--- config.mk ---
export PLATFORM = sky130hd
export DESIGN_NAME = rmq_front
export DESIGN_NICKNAME = d
export VERILOG_FILES = /design/src/rtl/core/rmq_pkg.sv /design/src/rtl/core/rmq_front.sv
export SDC_FILE = /design/constraint.sdc
export NUM_CORES = 2
export LEC_CHECK = 0
export BUFFER_PORTS_ARGS = -buffer_cell sky130_fd_sc_hd__buf_2
export CAP_MARGIN = 15
export CORE_MARGIN = 2
export CORE_UTILIZATION = 60
export CTS_CLUSTER_DIAMETER = 80
export DETAILED_ROUTE_END_ITERATION = 8
export PLACE_DENSITY = 0.83
export SLEW_MARGIN = 20
export SYNTH_ARGS = -nofsm -noshare
export SYNTH_HDL_FRONTEND = slang
export SYNTH_SLANG_ARGS = --single-unit
export TNS_END_PERCENT = 1
--- constraint.sdc ---
create_clock -name clk -period 7 [get_ports clk]
set_input_delay 0.35 -clock clk [delete_from_list [all_inputs] [get_ports clk]]
set_output_delay 0.35 -clock clk [all_outputs]
set_load 0.005 [all_outputs]
--- src/rtl/core/rmq_pkg.sv ---
// rmq_pkg: payload structs, internal vector type and datapath widths
// for the rotation matrix to quaternion pipeline
// no dependencies
package rmq_pkg;

  localparam int unsigned ENT_W      = 16;  // matrix entry and quaternion component
  localparam int unsigned CMP_W      = 32;  // signed branch component
  localparam int unsigned ABS_W      = 31;  // component magnitude
  localparam int unsigned MAG_W      = 18;  // scaled magnitude, always below 2^18
  localparam int unsigned SHF_W      = 4;   // scale shift, at most 13
  localparam int unsigned SQ_W       = 2 * MAG_W;
  localparam int unsigned L2_W       = SQ_W + 2;
  localparam int unsigned RAD_SHIFT  = 24;
  localparam int unsigned RAD_W      = L2_W + RAD_SHIFT;
  localparam int unsigned ROOT_W     = RAD_W / 2;
  localparam int unsigned NORM_SHIFT = 12;
  localparam int unsigned NUM_W      = 62;  // numerator, below 2^61
  localparam int unsigned QUO_W      = 17;  // quotient bits kept before clamping

  typedef struct packed {
    logic signed [ENT_W-1:0] m00;
    logic signed [ENT_W-1:0] m01;
    logic signed [ENT_W-1:0] m02;
    logic signed [ENT_W-1:0] m10;
    logic signed [ENT_W-1:0] m11;
    logic signed [ENT_W-1:0] m12;
    logic signed [ENT_W-1:0] m20;
    logic signed [ENT_W-1:0] m21;
    logic signed [ENT_W-1:0] m22;
  } rmq_matrix_t;

  typedef struct packed {
    logic signed [ENT_W-1:0] qx;
    logic signed [ENT_W-1:0] qy;
    logic signed [ENT_W-1:0] qz;
    logic signed [ENT_W-1:0] qw;
    logic                    invalid;
  } rmq_quat_t;

  typedef logic [MAG_W-1:0] rmq_mag_t;

  // lane 0..3 = x, y, z, w
  typedef struct packed {
    logic                invalid;
    logic [3:0]          neg;
    rmq_mag_t [3:0]      mag;
  } rmq_vec_t;

endpackage

--- src/rtl/core/rmq_front.sv ---
// rmq_front: branch selection, magnitude scaling and sum of squares
// seven register stages; depends on rmq_pkg
module rmq_front #(
  parameter int unsigned FRAC_BITS = 14
) (
  input  logic                       clk,
  input  logic                       rst,
  input  logic                       en,
  input  logic                       in_valid,
  input  rmq_pkg::rmq_matrix_t       mat,
  output logic                       out_valid,
  output rmq_pkg::rmq_vec_t          vec,
  output logic [rmq_pkg::L2_W-1:0]   l2
);
  import rmq_pkg::*;

  localparam int unsigned STAGES = 7;
  localparam int unsigned LEN_W  = $clog2(ABS_W + 1);
  localparam logic signed [CMP_W-1:0] ONE = {{(CMP_W-1){1'b0}}, 1'b1} << FRAC_BITS;

  function automatic logic signed [CMP_W-1:0] sext(input logic signed [ENT_W-1:0] v);
    return {{(CMP_W-ENT_W){v[ENT_W-1]}}, v};
  endfunction

  logic [STAGES-1:0] vld;

  // stage a: branch components
  logic signed [CMP_W-1:0] e00, e01, e02, e10, e11, e12, e20, e21, e22, tr, rad;
  logic signed [CMP_W-1:0] cmp_next [4];
  logic                    bad_next;
  logic signed [CMP_W-1:0] cmp_a [4];
  logic                    bad_a;

  always_comb begin
    e00 = sext(mat.m00); e01 = sext(mat.m01); e02 = sext(mat.m02);
    e10 = sext(mat.m10); e11 = sext(mat.m11); e12 = sext(mat.m12);
    e20 = sext(mat.m20); e21 = sext(mat.m21); e22 = sext(mat.m22);
    tr = e00 + e11 + e22;
    bad_next = 1'b0;
    if (tr > 0) begin
      rad = ONE + tr;
      cmp_next[0] = e21 - e12; cmp_next[1] = e02 - e20;
      cmp_next[2] = e10 - e01; cmp_next[3] = rad;
    end else begin
      if (e00 > e11 && e00 > e22) begin
        rad = ONE + e00 - e11 - e22;
        cmp_next[0] = rad;       cmp_next[1] = e01 + e10;
        cmp_next[2] = e02 + e20; cmp_next[3] = e21 - e12;
      end else if (e11 > e22) begin
        rad = ONE + e11 - e00 - e22;
        cmp_next[0] = e01 + e10; cmp_next[1] = rad;
        cmp_next[2] = e12 + e21; cmp_next[3] = e02 - e20;
      end else begin
        rad = ONE + e22 - e00 - e11;
        cmp_next[0] = e02 + e20; cmp_next[1] = e21 + e12;
        cmp_next[2] = rad;       cmp_next[3] = e10 - e01;
      end
      bad_next = (rad <= 0);
    end
  end

  // stage b: magnitudes
  logic [ABS_W-1:0] abs_b [4];
  logic [3:0]       neg_b;
  logic             bad_b;

  // stage c: scale shift
  logic [ABS_W-1:0] abs_c [4];
  logic [3:0]       neg_c;
  logic             bad_c;
  logic [SHF_W-1:0] shf_c;
  logic [ABS_W-1:0] or_all;
  logic [LEN_W-1:0] len;
  logic [SHF_W-1:0] shf_next;

  always_comb begin
    or_all = abs_b[0] | abs_b[1] | abs_b[2] | abs_b[3];
    len = '0;
    for (int i = 0; i < ABS_W; i++) begin
      if (or_all[i]) len = LEN_W'(i + 1);
    end
    shf_next = (len > LEN_W'(MAG_W)) ? SHF_W'(len - LEN_W'(MAG_W)) : '0;
  end

  // stages d..g
  rmq_vec_t          vec_d, vec_e, vec_f;
  logic [SQ_W-1:0]   sq_e [4];
  logic [SQ_W:0]     pair_f [2];
  logic [L2_W-1:0]   sum_g;

  assign sum_g = L2_W'(pair_f[0]) + L2_W'(pair_f[1]);

  always_ff @(posedge clk) begin
    if (rst) begin
      vld <= '0;
    end else if (en) begin
      vld <= {vld[STAGES-2:0], in_valid};
    end
    if (en) begin
      for (int l = 0; l < 4; l++) begin
        cmp_a[l] <= cmp_next[l];
        neg_b[l] <= cmp_a[l][CMP_W-1];
        abs_b[l] <= cmp_a[l][CMP_W-1] ? ABS_W'(-cmp_a[l]) : ABS_W'(cmp_a[l]);
        abs_c[l] <= abs_b[l];
        vec_d.mag[l] <= MAG_W'(abs_c[l] >> shf_c);
        sq_e[l] <= SQ_W'(vec_d.mag[l]) * SQ_W'(vec_d.mag[l]);
      end
      bad_a <= bad_next;
      bad_b <= bad_a;
      neg_c <= neg_b;
      bad_c <= bad_b;
      shf_c <= shf_next;
      vec_d.neg <= neg_c;
      vec_d.invalid <= bad_c;
      vec_e <= vec_d;
      pair_f[0] <= (SQ_W+1)'(sq_e[0]) + (SQ_W+1)'(sq_e[1]);
      pair_f[1] <= (SQ_W+1)'(sq_e[2]) + (SQ_W+1)'(sq_e[3]);
      vec_f <= vec_e;
      l2 <= sum_g;
      vec.mag <= vec_f.mag;
      vec.neg <= vec_f.neg;
      vec.invalid <= vec_f.invalid | (sum_g == '0);
    end
  end

  assign out_valid = vld[STAGES-1];

endmodule

==> run_results.csv <==
group,metric,value,unit
drt,wl,219000,microns
timing,period_share,0.953,
yosys,async_flop_share,0,
yosys,synth.largest_area_cell,"edfxtp_1",
finish,n_fill_cell,10800,
drt,ant_nets,0,
drt,vias,61700,
placement,dp_hpwl,177000,microns
critical_path,r2r_cells,21,
timing,fin_crit,6.67,ns
global_routing,grtUsageMet3,0.0430,
yosys,netlist.area_leader.share,0.307,
critical_path,crit_slowest_cell,"fa_1",
drt,firstDrtPassIters,6,
yosys,synth.avg_cell_area,10.7,sq um
floorplanning,initial_utilization,0.602,
timing,skew,0.0564,ns
global_routing,grt_pass1_wl,344000,microns
floorplanning,die_height,386,microns
finish,nNetsFinal,10400,
timing,finalMaxSlewViolations,0,
global_routing,grt_use_total,0.299,
yosys,muxShareOfSynthArea,0.0433,
cts,clk_path_buf_depth,3,
drt,drt_iter0_drc,5394,
placement,portBuffers,263,
floorplanning,core,0.145,sq mm
global_routing,use_met1,0.364,
cts,clock_latency,0.73,ns
critical_path,worst_path_most_repeated_cell,"fa_1",
critical_path,cpPeakStageDelay,0.55,ns
timing,max_freq,150,MHz
global_routing,use_met2,0.510,
yosys,yosysSeqAreaShare,0.309,
timing,slew_headroom,0.198,
finish,drive_gt1_frac,0.0895,
timing,worst_pin_slew,1.19,ns
critical_path,reg2reg_from,"vec_d[27]",
yosys,synth-compound-area-share,0.0891,
worst_hold_path,hp-class,"input port to flop",
global_routing,antenna_found_initial,8,
critical_path,path_class,"flop to flop",
critical_path,worstSetupStartpointType,"flop",
finish,area_growth,8.33,%
yosys,yosys.area_share.simple,0.105,
yosys,synthTopCellsByCount,"inv_1, fa_1, edfxtp_1, ha_1, nand2_1",
yosys,synth_top_family_by_area,"adder cells",
worst_hold_path,whs_endpoint,"vec[41]",
placement,gp_congestion,0.972,
outcome,status,"complete, no violations",
critical_path,crit_fanout,11,
yosys,synth_xor_xnor_area_share,0.0409,
worst_hold_path,whs_path_depth,1,
yosys,synthesis.instances,8177,
critical_path,rrSetupSlack,0.33,ns
yosys,synth_adder_area_share,0.339,
flow_run,cap_violations,0,
finish,finish.instance_area,0.0947,sq mm
critical_path,arrival,7.15,ns
worst_hold_path,min_from,"en",
drt,routed_via_density,5.89,
floorplanning,die_area,0.149,sq mm
timing,hold_ws,0.231,ns
cts,clkSinkCount,902,
floorplanning,rows,140,
global_routing,overflow,0,
yosys,ys_ff_latch,902,
yosys,ys.flop_type,"edfxtp_1",
yosys,synth_edf_count,895,
yosys,yosysWarnings,0,
drt,wl_per_cell,20.9,microns
cts,cts-root-buf,"clkbuf_16",
critical_path,r2r-end,"sq_e[1][34]",
yosys,synth_area,0.0875,sq mm
cts,cts_tree,"built",
timing,report.final.hold_viol_count,0,
global_routing,grt_max_degree,174,
global_routing,busiest_layer,"met2",
placement,place_area,0.0914,sq mm
drt,drc,0,
yosys,synth_cell_type_count,96,
timing,setup_viol,0,
yosys,synth.area.top_cells,"edfxtp_1, fa_1, ha_1, inv_1, xnor2_1",
critical_path,crit_path_end_kind,"flop",
floorplanning,ios,264,
yosys,synth_most_common_cell,"inv_1",
cts,cts_buffers,95,
cts,clk_pin_slew,0.07,ns
critical_path,cp.required,7.48,ns
critical_path,worstPathCellList,"buf_4 > and2_1 > fa_1 > fa_1 > inv_1 > fa_1 > fa_1 > inv_1 > fa_1 > fa_1 > ha_1 > nand2_1 > o2bb2a_1 > o311a_1 > a21oi_2 > a41oi_1 > o31ai_2 > a221oi_1 > o2111ai_1 > a21oi_1 > xnor2_1",
floorplanning,fp.dieW,386,microns
global_routing,grt_pass1_vias,64000,
cts,h-tree-depth,3,
timing,rsz0062_at_grt,"yes",
==> routing by layer <==
metal  vias up  wire length (microns)
li1      27900                      -
met1     30400                  81500
met2      2685                 108000
met3       673                  16000
met4         4                  13800
met5         -                     24
==> area by class of cell <==
cell class                 count  area [sq um]  area share
timing repair buffer         397          2400      0.0253
tap                         1917          2400      0.0253
sequential                   902         27000       0.285
clock inverter                67           724     0.00765
inverter                    1465          5500      0.0581
multi-input combinational   5626         54200       0.572
antenna                        4          10.0    0.000106
clock buffer                 110          2450      0.0259
==> per-stage QoR <==
step	utilization	TNS, ns	instances	setup WS [ns]
after floorplan	-	0	8224	0.622
after global placement	0.629	0	10300	0.353
after detailed placement	0.629	0	10300	0.139
after CTS	0.651	0	10500	0.132
after global routing	0.652	-0.0114	10500	-0.0114
final	0.652	0	10500	0.331
==> repair_timing <==
action                                  CTS  global route
setup buffers                             0            13
endpoints found under the setup margin    0            16
endpoints found under the hold margin     7             0
resized for setup                         0             8
hold buffers                              2             0
==> cells by family after synthesis <==
kind of cell               count (synthesis)
xor gates and xnor gates                 408
adders and majority gates               1805
DFF                                      902
buffers and inverters                   1696
AOI/OAI and AO/OA                       1213
muxes                                    261
and+or+nand+nor                         1891
other                                      1
==> flip-flops by register name, indices dropped and copies added, names as in the netlist, 38 cells and up <==
name	cells
l2	38
cmp_a	76
vec	77
vec_d	77
abs_b	124
vec_f	77
pair_f	74
vec_e	77
sq_e	136
abs_c	124
==> layout by cell type, fill, tap and decap left out, types with 96 or more instances in the layout <==
| master | instances |
|---|---|
| inv_1 | 1462 |
| buf_2 | 262 |
| o21ai_0 | 260 |
| and2_1 | 282 |
| nand3_1 | 99 |
| fa_1 | 945 |
| a21oi_1 | 350 |
| xnor2_1 | 321 |
| buf_4 | 127 |
| nor2_1 | 436 |
| clkbuf_16 | 96 |
| edfxtp_1 | 895 |
| nor3_1 | 100 |
| nand2_1 | 580 |
| mux2i_1 | 109 |
| ha_1 | 860 |
==> critical path, delay by kind of cell (launching register included) <==
family / cells / cell delay (ns)
compound gates: 8 / 1.92
xor+xnor: 1 / 0.14
fa+ha+maj: 7 / 3.17
buf+inv: 3 / 0.38
flops: 1 / 0.50
simple gates: 2 / 0.30
==> how the worst max path moves through the flow <==
stage	startpoint	end	slack [ns]
final	vec_d[27]	sq_e[1][34]	0.33
after floorplan	vec_d[22]	sq_e[1][34]	0.62
after detailed placement	vec_d[21]	sq_e[1][34]	0.14
after CTS	vec_d[27]	sq_e[1][34]	0.13
after global placement	vec_d[21]	sq_e[1][34]	0.35
after global routing	vec_d[33]	sq_e[1][34]	-0.01
Power is not shown: default switching activity piles up to over one toggle a cycle in this logic, so the estimate is an artifact.
